--- config.mk ---
export PLATFORM = sky130hd
export DESIGN_NAME = pfl_ctrl
export DESIGN_NICKNAME = d
export VERILOG_FILES = /design/src/hdl/pfl_pkg.sv /design/src/hdl/pfl_ctrl.sv
export SDC_FILE = /design/constraint.sdc
export NUM_CORES = 1
export LEC_CHECK = 0
export CAP_MARGIN = 25
export CORE_AREA = 2 2 39 41
export DETAILED_ROUTE_END_ITERATION = 8
export DIE_AREA = 0 0 41 43
export DONT_BUFFER_PORTS = 1
export GPL_TIMING_DRIVEN = 0
export SYNTH_ARGS = -nofsm -noshare
export SYNTH_HDL_FRONTEND = slang
export SYNTH_SLANG_ARGS = --single-unit
--- constraint.sdc ---
create_clock -name clk -period 3.1 [get_ports clk]
set_input_delay 0.62 -clock clk [delete_from_list [all_inputs] [get_ports clk]]
set_output_delay 0.62 -clock clk [all_outputs]
set_load 0.005 [all_outputs]
--- src/hdl/pfl_pkg.sv ---
// ----------------------------------------------------------------------------
// pfl_pkg - page free-list allocator shared definitions
// Widths, codes, controller states and the command/status bundles that run
// between the controller and the datapath.
// ----------------------------------------------------------------------------
package pfl_pkg;

  // page space
  localparam int MAX_PAGES = 1024;
  localparam int PAGE_W    = $clog2(MAX_PAGES);
  localparam int CNT_W     = PAGE_W + 1;

  // extend threshold register
  localparam int PCT_W     = 7;
  localparam int PCT_RESET = 10;
  localparam int PCT_SCALE = 100;
  localparam int PROD_W    = CNT_W + PCT_W;

  // request opcode
  typedef enum logic [0:0] {
    OP_ALLOC = 1'b0,
    OP_FREE  = 1'b1
  } op_t;

  // response status
  localparam int STAT_W = 2;
  typedef enum logic [STAT_W-1:0] {
    ST_OK  = 2'd0,
    ST_OOS = 2'd1,
    ST_INV = 2'd2
  } status_t;

  // controller states
  typedef enum logic [2:0] {
    S_IDLE,
    S_POP,
    S_POPW,
    S_CHECK,
    S_GROW_A,
    S_GROW_B,
    S_RESP
  } state_t;

  // controller -> datapath
  typedef struct packed {
    logic latch;      // request taken, reset the result
    logic free_push;  // push the requested page onto the list
    logic set_inv;    // result: invalid free
    logic set_oos;    // result: out of space
    logic grow_init;  // arm the extension walk
    logic grow_step;  // write one new link
    logic mem_read;   // read link of the head
    logic pop;        // take the head, follow its link
    logic load_out;   // move the result to the response register
  } cmd_t;

  // datapath -> controller
  typedef struct packed {
    logic req_free;   // request is a free
    logic free_ok;    // requested free is legal
    logic empty;      // free count is zero
    logic full;       // page space at capacity
    logic ratio_hit;  // free ratio at or below threshold
    logic grow_end;   // walk is at its last page
    logic out_free;   // response register can take a result
  } sts_t;

endpackage

--- src/hdl/pfl_ctrl.sv ---
// ----------------------------------------------------------------------------
// pfl_ctrl - allocator controller
// Sequences one request at a time: pop, push, extension walk and response.
// ----------------------------------------------------------------------------
module pfl_ctrl (
  input  logic           clk,
  input  logic           rst,
  input  logic           req_valid,
  output logic           req_ready,
  input  pfl_pkg::sts_t  sts,
  output pfl_pkg::cmd_t  cmd
);
  import pfl_pkg::*;

  state_t state;
  state_t state_next;

  // state register
  always_ff @(posedge clk) begin
    if (rst) begin
      state <= S_IDLE;
    end else begin
      state <= state_next;
    end
  end

  // next state
  always_comb begin
    state_next = state;
    unique case (state)
      S_IDLE: begin
        if (req_valid) begin
          if (sts.req_free) begin
            state_next = S_RESP;
          end else if (sts.empty) begin
            state_next = sts.full ? S_RESP : S_GROW_A;
          end else begin
            state_next = S_POP;
          end
        end
      end
      S_GROW_A: if (sts.grow_end) state_next = S_POP;
      S_POP:    state_next = S_POPW;
      S_POPW:   state_next = S_CHECK;
      S_CHECK: begin
        state_next = (sts.ratio_hit && !sts.full) ? S_GROW_B : S_RESP;
      end
      S_GROW_B: if (sts.grow_end) state_next = S_RESP;
      S_RESP:   if (sts.out_free) state_next = S_IDLE;
      default:  state_next = S_IDLE;
    endcase
  end

  // command outputs
  always_comb begin
    cmd       = '0;
    req_ready = 1'b0;
    unique case (state)
      S_IDLE: begin
        req_ready = 1'b1;
        if (req_valid) begin
          cmd.latch = 1'b1;
          if (sts.req_free) begin
            cmd.free_push = sts.free_ok;
            cmd.set_inv   = !sts.free_ok;
          end else if (sts.empty) begin
            cmd.set_oos   = sts.full;
            cmd.grow_init = !sts.full;
          end
        end
      end
      S_GROW_A: cmd.grow_step = 1'b1;
      S_POP:    cmd.mem_read  = 1'b1;
      S_POPW:   cmd.pop       = 1'b1;
      S_CHECK:  cmd.grow_init = sts.ratio_hit && !sts.full;
      S_GROW_B: cmd.grow_step = 1'b1;
      S_RESP:   cmd.load_out  = sts.out_free;
      default:  cmd = '0;
    endcase
  end

endmodule

-- Word level (Yosys, flattened, before mapping)
Cells that the tools add are included.
- bits in registers: 3
- latch bits: 0
- bits in writable memories: 0
- memory bits (read-only): 0
- bits of input ports: 10
- logic and storage cells: 37
- memories: 0
- add/sub/neg operators: 0
- multiply operators: 0
- divide/modulo/power cells: 0
- $lt $le $gt $ge: 0
- equality and inequality tests: 10
- shifts and indexed selects: 0
- mux-type cells: 20
- bitwise logic cells: 0
- reductions and logical operators: 6
- operator list (cell ; count):
    case mux 3 bit (7 select lines) ; 1
    two-way mux 3 bit ; 6
    two-way mux 2 bit ; 5
    equality test 3 bit (second input constant) ; 3
    != test 2 bit (second input constant) ; 4
    equality test 3 x 2 -> 1 bit (second input constant) ; 2
    two-way mux 1 bit ; 5
    two-way mux 5 bit ; 1
    two-way mux 4 bit ; 1
    AND reduction 4 bit ; 1
    equality test 3 x 1 -> 1 bit (second input constant) ; 1
    logical NOT 3 bit ; 1
    logical NOT 1 bit ; 2
    case mux 1 bit (2 select lines) ; 1
    OR reduction 2 bit ; 1
    logical AND 1 bit ; 1

-- Longest topological paths before layout
Gate-level depths: netlist of the first run.
- depth in word-level cells: 5
- mapped depth: 5

-- Least setup slack after synthesis of the first run
Ideal clock, no wire load.
- kind: reg2out
- from: register state[2]
- to: output cmd[4] (netlist name)
- data arrival time: 1061 ps
- data required time: 2480 ps
- path slack: 1419 ps
- cell stages (with the launch flop): 6
- cell sequence: dfxtp_1 > buf_6 > nor3_2 > and2_4 > nand3b_4 > o21ai_2
- RTL lines (what ; line ; RTL):
    start, declared ; pfl_ctrl.sv:15 ; state_t state;
    start signal, assigned ; pfl_ctrl.sv:23 ; state <= state_next;
    end, declared ; pfl_ctrl.sv:11 ; output pfl_pkg::cmd_t cmd

==> flow_summary.yaml, run 1 <==
critical_path:
  end_kind: "output port"
  r2r_slack_ns: 1.83
  crit_path_max_incr_delay_ns: 0.31
  r2r_end: "state[0]"
  critical_path_required_ns: 2.48
  crit_end: "cmd[4]"
  arrival_ns: 1.36
  worstSetupStartpoint: "state[2]"
  critPathLaunchType: "flip-flop"
  cp_num_cells: 5
  cp_max_fo: 10
  rr_worst_depth: 3
  path_cells: "buf_6 > nor3_2 > and2_4 > nand3b_4 > o21ai_2"
  critPathKind: "reg -> out"
  r2r-start: "state[1]"
  cpLargestDelayFamily: "simple AND/OR/NAND/NOR gates"
  critPathBufInv: 1
  slowest_stage: "dfxtp_1"
placed_design:
  gp_congestion: 0.814
  place_area_um2: 365
  place_ws_ns: 1.34
  dp.final_hpwl_um: 622
  port_buffers: 0
floorplanning:
  die_y_um: 43
  die_w_um: 41
  rows: 14
  die-area_um2: 1760
  start_util: 0.250
  core-area_um2: 1380
  io-pin-count: 20
cts:
  cts_root_buf: "clkbuf_4"
  cts.sinks: 3
  cts_max_path_buffers: 2
  cts_hold_buf: 0
  clk_latency_ns: 0.23
  htreeDepth: 1
  cts_tree: "yes"
  clk_pin_slew_ns: 0.03
  ctsResizeCount: 0
  numCtsBuffers: 3
  post_cts_buffers: 0
power_and_ir_drop:
  intPower_w: 0.000209
  p_comb_frac: 0.625
  power_w: 0.000368
  ir_drop_mv: 0.353
  switchingPower_w: 0.000160
  clkPwrFrac: 0.180
  pwr-share-seq: 0.194
  leakage_nw: 0.163
  p_sw_frac: 0.433
  power_density_nw_per_um2: 941
logic_synthesis:
  synth_area_leaders: "dfxtp_1 17%, buf_6 6.5%, nand3b_4 5.8%, a21oi_1 4.3%, nor3_1 4.3%"
  yosysTopAreaCell: "dfxtp_1"
  avgSynthCellArea_um2: 7.85
  synth_nets: 54
  yosysUniqueCellTypes: 26
  synth.ff_latch_count: 3
  synth_cells: 44
  yosys_warnings: 0
  ys_seq_area_frac: 0.174
  yosysTopAreaCellShare: 0.174
  synth_area_um2: 345
global_route:
  grt_pass1_wl_um: 1260
  met1_usage: 0.120
  first_global_vias: 329
  busiest_layer: "met2"
  grt_usage: 0.102
  gr-total-overflow: 0
  grt_antenna_before_repair: 0
  grt_max_degree: 11
  met3_usage: 0.0628
  grtUsageMet2: 0.141
cells_and_area:
  final_nets: 59
  stdcell_area_um2: 392
  multiInputGateArea_um2: 246
  utilization: 0.283
  seq_area_um2: 60.1
  synthToLayoutAreaGrowth_pct: 13.4
  insertedDiodeCount: 0
  reg_top3: "state x3"
  num-fill-cells: 157
  largest_register_ffs: 3
  drive_above_1_share: 0.271
  largest-register: "state"
drt:
  totalWireLength_um: 762
  dr.pass1.iters: 2
  via_per_inst: 4.98
  drc_errors: 0
  ant_nets: 0
  wl_per_cell_um: 11.9
  vias: 319
  dr.first_iter.drc_count: 1
sta:
  timing.fmax_mhz: 505
  rsz0062_at_grt: "false"
  setup_ws_ns: 1.12
  finClkSkew_ns: 0.00392
  report.final.slew_viol_count: 0
  relSlewSlack: 0.662
  fin_crit_sh: 0.638
  hold_viol: 0
  min_period_ns: 1.98
  setup_viol: 0
  max_slew.worst_pin.slew_ns: 0.506
  tns_ns: 0
status:
  status: "finished clean"
hold_path:
  hp-class: "in -> reg"
  hp-start: "rst"
  min_path_cells: 1
flow_run:
  cap_violations: 0
-- power groups by stage --
stage / Combinational, W / Clock (W) / Sequential (W)
floorplan: 0.000199 / 0 / 0.0000696
global placement: 0.000229 / 0 / 0.0000727
detailed placement: 0.000232 / 0 / 0.0000724
CTS: 0.000233 / 0.0000713 / 0.0000718
global route: 0.000260 / 0.0000728 / 0.0000732
finish: 0.000230 / 0.0000665 / 0.0000717
-- how the worst min path moves through the flow --
stage | to | slack [ns]
final | state[2] | 0.48
after global routing | state[2] | 0.48
after CTS | state[2] | 0.47
after detailed placement | state[1] | 0.67
after global placement | state[1] | 0.66
after floorplan | state[1] | 0.62
-- routing by layer --
layer | vias up | wire (um)
met5 | - | 0
met1 | 142 | 326
li1 | 171 | -
met3 | 0 | 61
met2 | 6 | 374
met4 | 0 | 0
-- synthesized netlist by cell type --
master and number:
a21oi_1 3, o21ai_1 2, nor3_2 1, nor2_1 3, a2111oi_2 1, nand3b_4 1
nand2b_1 2, nor3b_1 2, o31ai_1 2, nor2_2 1, and3_1 1, a211oi_1 1
nand2_1 3, nor2b_1 2, dfxtp_1 3, o41ai_1 1, and2_4 1, buf_2 1
a32o_1 1, nor4_2 1, o22ai_1 1, and3b_1 1, nor3_1 3, buf_6 2
o21ai_2 1, inv_1 3
-- cell type report --
class                      count  area share
multi-input combinational     35       0.629
sequential                     3       0.153
buffer                         3      0.0703
clock buffer                   4      0.0671
tap                           16      0.0511
inverter                       3      0.0288
-- stage by stage --
step | instances | hold slack, ns
floorplan | 44 | 0.622
global placement | 60 | 0.664
detailed placement | 60 | 0.671
CTS | 64 | 0.468
global route | 64 | 0.484
finish | 64 | 0.478
-- cell families (layout without fill, tap and decap cells) --
kind of cell | after synthesis | count (layout) | synth area share
and+or+nand+nor | 22 | 22 | 0.435
AOI/OAI and AO/OA | 13 | 13 | 0.279
buffers and inverters | 6 | 10 | 0.112
DFF | 3 | 3 | 0.174
Power figures use the tool's default switching activity.
==> inputs of run 2 (changes only) <==
--- a/config.mk
+++ b/config.mk
@@ -5,6 +5,7 @@
 export SDC_FILE = /design/constraint.sdc
 export NUM_CORES = 1
 export LEC_CHECK = 0
+export ABC_AREA = 1
 export CAP_MARGIN = 25
 export CORE_AREA = 2 2 39 41
 export DETAILED_ROUTE_END_ITERATION = 8
==> constraint.sdc (replaced) <==
create_clock -name clk -period 1.75 [get_ports clk]
set_input_delay 0.35 -clock clk [delete_from_list [all_inputs] [get_ports clk]]
set_output_delay 0.35 -clock clk [all_outputs]
set_load 0.005 [all_outputs]
==> run 2 against run 1 <==
Wire length increased by 5.5%; total power increased by 55%; critical path type unchanged; clock skew increased by 0.0014 ns; utilization decreased by 0.81 points; cell area decreased by 2.9%; via count increased by 12%; sequential cell count unchanged; largest power group unchanged; worst setup slack got worse by 0.98 ns; first-iteration DRC count increased to 8.0 times the previous value; sequential share of layout area increased by 0.78 points; highest routed layer unchanged; synthesized area decreased by 11%; clock-buffer cell count unchanged.
==> flow_summary.yaml, run 2 <==
status:
  status: "finished clean"
sta:
  report.final.slew_viol_count: 0
  hold_ws_ns: 0.175
  rsz0062_at_grt: "false"
  hold_viol: 0
  tns_ns: 0
  min_period_ns: 1.61
  finClkSkew_ns: 0.00535
  relSlewSlack: 0.772
  fin_crit_sh: 0.921
  setup_viol: 0
  max_slew.worst_pin.slew_ns: 0.339
  timing.fmax_mhz: 620
logic_synthesis:
  synth_nets: 68
  yosysTopAreaCell: "dfxtp_1"
  synth_cells: 58
  synth_area_um2: 309
  yosys_warnings: 0
  yosysMostFrequentCell: "nand2_1"
  yosysUniqueCellTypes: 17
  synthTopCellsByCount: "16 x nand2_1, 9 x inv_1, 6 x nor2_1"
  ys_seq_area_frac: 0.194
  avgSynthCellArea_um2: 5.33
  synth_area_leaders: "dfxtp_1 19%, nand2_1 19%, inv_1 11%, nor2_1 7.3%, nand3_1 6.5%"
  ys.flop_type: "dfxtp_1"
  yosysTopAreaCellShare: 0.194
  synth.ff_latch_count: 3
  synth_edf_count: 0
  async_reset_ff_frac: 0
cells_and_area:
  multiInputGateArea_um2: 231
  final_cell_mix: "14 x nand2_1, 9 x inv_1, 6 x nor2_1"
  final_nets: 72
  layout_commonest_cell: "nand2_1"
  reg_top3: "state x3"
  seq_area_um2: 61.3
  insertedDiodeCount: 0
  drive_above_1_share: 0.197
  num-fill-cells: 156
  largest-register: "state"
  utilization: 0.275
  largest_register_ffs: 3
  synthToLayoutAreaGrowth_pct: 23.1
global_route:
  grt_pass1_wl_um: 1390
  grt_usage: 0.113
  gr-total-overflow: 0
  grt_antenna_before_repair: 0
  first_global_vias: 346
  grt_max_degree: 9
critical_path:
  slowest_stage: "dfxtp_1"
  end_kind: "output port"
  critPathLaunchType: "flip-flop"
  critical_path_required_ns: 1.40
  crit_path_max_incr_delay_ns: 0.36
  r2r_end: "state[2]"
  r2r_slack_ns: 0.58
  critPathKind: "reg -> out"
  arrival_ns: 1.26
  critPathBufInv: 0
  r2r-start: "state[2]"
  path_cells: "nor2_4 > nand2_2 > nor2_4 > nand2_2 > nor3_4"
  cp_max_fo: 5
  rr_worst_depth: 6
  cpLargestDelayFamily: "simple AND/OR/NAND/NOR gates"
drt:
  drc_errors: 0
  via_per_inst: 4.62
  met3_length_um: 80
  wl_met2_um: 382
  dr.first_iter.drc_count: 8
  wl_per_cell_um: 10.4
  totalWireLength_um: 804
  dr.max_layer_used: "met3"
  dr.pass1.iters: 4
  wl_met1_um: 341
  ant_nets: 0
  vias: 356
floorplanning:
  die-area_um2: 1760
  start_util: 0.223
  die_w_um: 41
  die_y_um: 43
  rows: 14
  core-area_um2: 1380
  io-pin-count: 20
hold_path:
  min_path_cells: 1
  hp-class: "in -> reg"
  hold_end: "state[0]"
  hp-start: "rst"
cts:
  numCtsBuffers: 3
  cts_hold_buf: 0
  cts_tree: "yes"
  cts.sinks: 3
  clk_latency_ns: 0.23
  cts_root_buf: "clkbuf_4"
  clk_pin_slew_ns: 0.04
  cts_max_path_buffers: 2
  htreeDepth: 1
placed_design:
  port_buffers: 0
  dp.final_hpwl_um: 651
  gp_congestion: 0.783
power_and_ir_drop:
  power_density_nw_per_um2: 1510
  power_w: 0.000573
  leakage_nw: 0.188
  ir_drop_mv: 0.550
flow_run:
  cap_violations: 0
-- run 2: metal layers --
layer | GRT usage | vias to the layer above
met5 | 0 | -
met1 | 0.151 | 151
li1 | - | 192
met3 | 0.0419 | 0
met4 | 0.0600 | 0
met2 | 0.153 | 13
-- run 2: what timing repair did --
| action | 4_1_cts | 5_1_grt |
|---|---|---|
| endpoints found under the setup margin | 1 | 2 |
| pin swaps | 0 | 2 |
| gates resized for setup | 1 | 6 |
| cloned | 0 | 0 |
| setup buffers | 0 | 0 |
-- run 2: cell families (layout without fill, tap and decap cells) --
family                 count (synthesis)  after routing  share of synthesized area
AND/OR/NAND/NOR                       35             35                      0.514
buffers and inverters                 12             15                      0.150
AO/OA/AOI/OAI                          8              8                      0.142
flip-flops                             3              3                      0.194
-- run 2: power by group --
part / switching, W / internal, W / total (W) / leakage, nW
Combinational: 0.000193 / 0.000106 / 0.000299 / 0.148
Clock: 0.0000336 / 0.0000853 / 0.000119 / 0.0150
Sequential: 0.0000557 / 0.0000984 / 0.000154 / 0.0252
-- run 2: area by class of cell --
type	instances	share of cell area
Multi-Input combinational cell	43	0.609
Sequential cell	3	0.161
Inverter	11	0.109
Clock buffer	4	0.0691
Tap cell	16	0.0526
-- run 2: metrics by stage --
step	instance area, um^2	cells	setup WS [ns]
detailed placement	329	74	0.235
CTS	360	78	0.0300
finish	380	77	0.138
global route	380	77	0.0649
global placement	329	74	0.242
floorplan	309	58	0.401
-- run 2: worst max-delay path by stage --
| stage | from | end | slack [ns] | cells after the start |
|---|---|---|---|---|
| global route | state[1] | cmd[5] | 0.06 | 5 |
| CTS | state[0] | cmd[4] | 0.03 | 6 |
| detailed placement | state[0] | cmd[5] | 0.23 | 6 |
| global placement | state[0] | cmd[5] | 0.24 | 6 |
| finish | state[1] | cmd[5] | 0.14 | 5 |
| floorplan | state[0] | cmd[5] | 0.40 | 6 |
==> inputs of run 3 (changes only) <==
==> constraint.sdc (replaced) <==
create_clock -name clk -period 1.94 [get_ports clk]
set_input_delay 0.388 -clock clk [delete_from_list [all_inputs] [get_ports clk]]
set_output_delay 0.388 -clock clk [all_outputs]
set_load 0.005 [all_outputs]
==> run 3 against run 2 <==
Sequential power fell by 27%; worst setup slack gained 0.065 ns; worst hold slack improved by 0.045 ns; die area unchanged; combinational power fell by 8.7%; non-clock buffer count rose by 1; clock skew barely moved; cell area is 5.3% lower; critical endpoint is now cmd[4]; largest cell class unchanged; first-iteration DRC count is 63% lower; critical path depth increased by 1; global-route usage fell by 0.20 points.
==> flow_summary.yaml, run 3 (synthesis gave the netlist of run 2 again) <==
floorplanning:
  die_y_um: 43
  die_w_um: 41
  core-area_um2: 1380
  die-area_um2: 1760
  io-pin-count: 20
  rows: 14
  start_util: 0.223
cells_and_area:
  insertedDiodeCount: 0
  largest-register: "state"
  final_nets: 73
  stdcell_area_um2: 360
  layout_commonest_cell: "nand2_1"
  synthToLayoutAreaGrowth_pct: 16.6
  final_cell_mix: "16 x nand2_1, 9 x inv_1, 6 x nor2_1"
  drive_above_1_share: 0.145
  largest_register_ffs: 3
  reg_top3: "state x3"
critical_path:
  slowest_stage: "dfxtp_1"
  cp_max_fo: 8
  cpLargestDelayFamily: "simple AND/OR/NAND/NOR gates"
  critical_path_required_ns: 1.55
  end_kind: "output port"
  critPathBufInv: 1
  path_cells: "clkbuf_2 > nor2_4 > nand2_1 > nor2_2 > nand2_1 > o32ai_1"
  r2r-start: "state[0]"
  r2r_slack_ns: 0.79
  critPathKind: "reg -> out"
  critPathLaunchType: "flip-flop"
  crit_path_max_incr_delay_ns: 0.29
  rr_worst_depth: 8
  arrival_ns: 1.35
  r2r_end: "state[2]"
  critPathMostFrequentCell: "nand2_1"
  cp_num_cells: 6
hold_path:
  hp-class: "in -> reg"
  hp-start: "rst"
  hold_end: "state[0]"
  min_path_cells: 1
drt:
  wl_met1_um: 346
  dr.max_layer_used: "met3"
  drc_errors: 0
  ant_nets: 0
  dr.first_iter.drc_count: 3
  totalWireLength_um: 797
  dr.pass1.iters: 2
  met3_length_um: 74
  wl_per_cell_um: 10.2
  vias: 359
  via_per_inst: 4.60
  wl_met2_um: 376
cts:
  cts_tree: "yes"
  clk_pin_slew_ns: 0.04
  cts_max_path_buffers: 2
  numCtsBuffers: 3
  cts_root_buf: "clkbuf_4"
  cts_hold_buf: 0
  post_cts_buffers: 0
  htreeDepth: 1
  clk_latency_ns: 0.23
  cts.sinks: 3
global_route:
  gr-total-overflow: 0
  grt_antenna_before_repair: 0
  first_global_vias: 338
  grt_pass1_wl_um: 1350
  grt_max_degree: 9
  grt_usage: 0.111
power_and_ir_drop:
  leakage_nw: 0.186
  ir_drop_mv: 0.430
  power_density_nw_per_um2: 1370
sta:
  relSlewSlack: 0.772
  fin_crit_sh: 0.895
  hold_viol: 0
  min_period_ns: 1.74
  timing.fmax_mhz: 576
  report.final.slew_viol_count: 0
  tns_ns: 0
  finClkSkew_ns: 0.00536
  rsz0062_at_grt: "false"
  max_slew.worst_pin.slew_ns: 0.339
  setup_viol: 0
placed_design:
  port_buffers: 0
  place_area_um2: 329
  dp.final_hpwl_um: 651
  gp_congestion: 0.783
status:
  status: "finished clean"
flow_run:
  cap_violations: 0
## run 3: cell count changes in the layout (fill, tap and decap cells not counted)
cell      before  now
clkbuf_2       0    1
nand2_2        2    0
dfxtp_2        1    0
o32ai_1        0    1
o32ai_2        1    0
nor2_4         2    1
nand2_1       14   16
nor3_4         1    0
nor2_2         0    1
dfxtp_1        2    3
nor3_2         0    1
## run 3: repair_timing
action / 4_1_cts / 5_1_grt
gates resized for setup: 0 / 1
endpoints found under the setup margin: 0 / 1
hold endpoints to repair: 0 / 0
## run 3: per-stage QoR
step	std cells	hold slack, ns	setup slack, ns	utilization	total power (W)
global placement	74	0.460	0.394	0.238	0.000389
detailed placement	74	0.460	0.387	0.238	0.000389
floorplan	58	0.457	0.553	-	0.000340
finish	78	0.221	0.203	0.260	0.000493
global route	78	0.205	0.0646	0.260	0.000560
CTS	78	0.214	0.137	0.257	0.000501
## run 3: how the worst max path moves through the flow
stage | from | slack (ns) | to
after global routing | state[0] | 0.06 | cmd[4]
final | state[0] | 0.20 | cmd[4]
after floorplan | state[0] | 0.55 | cmd[5]
after CTS | state[0] | 0.14 | cmd[5]
after detailed placement | state[0] | 0.39 | cmd[5]
after global placement | state[0] | 0.39 | cmd[5]
## run 3: layout make-up
| type | count | area (um^2) |
|---|---|---|
| Fill cell | 160 | 1020 |
| Multi-Input combinational cell | 43 | 208 |
| Sequential cell | 3 | 60.1 |
| Inverter | 11 | 41.3 |
| Clock buffer | 4 | 26.3 |
| Tap cell | 16 | 20.0 |
| Buffer | 1 | 5.00 |
## run 3: routing by layer
metal,vias to the layer above,track usage
li1,195,-
met5,-,0
met4,0,0.0600
met3,0,0.0419
met2,11,0.147
met1,153,0.151
## run 3: power breakdown
group	switching [W]	internal (W)
logic	0.000182	0.0000911
registers	0.0000267	0.0000861
clock network	0.0000304	0.0000770
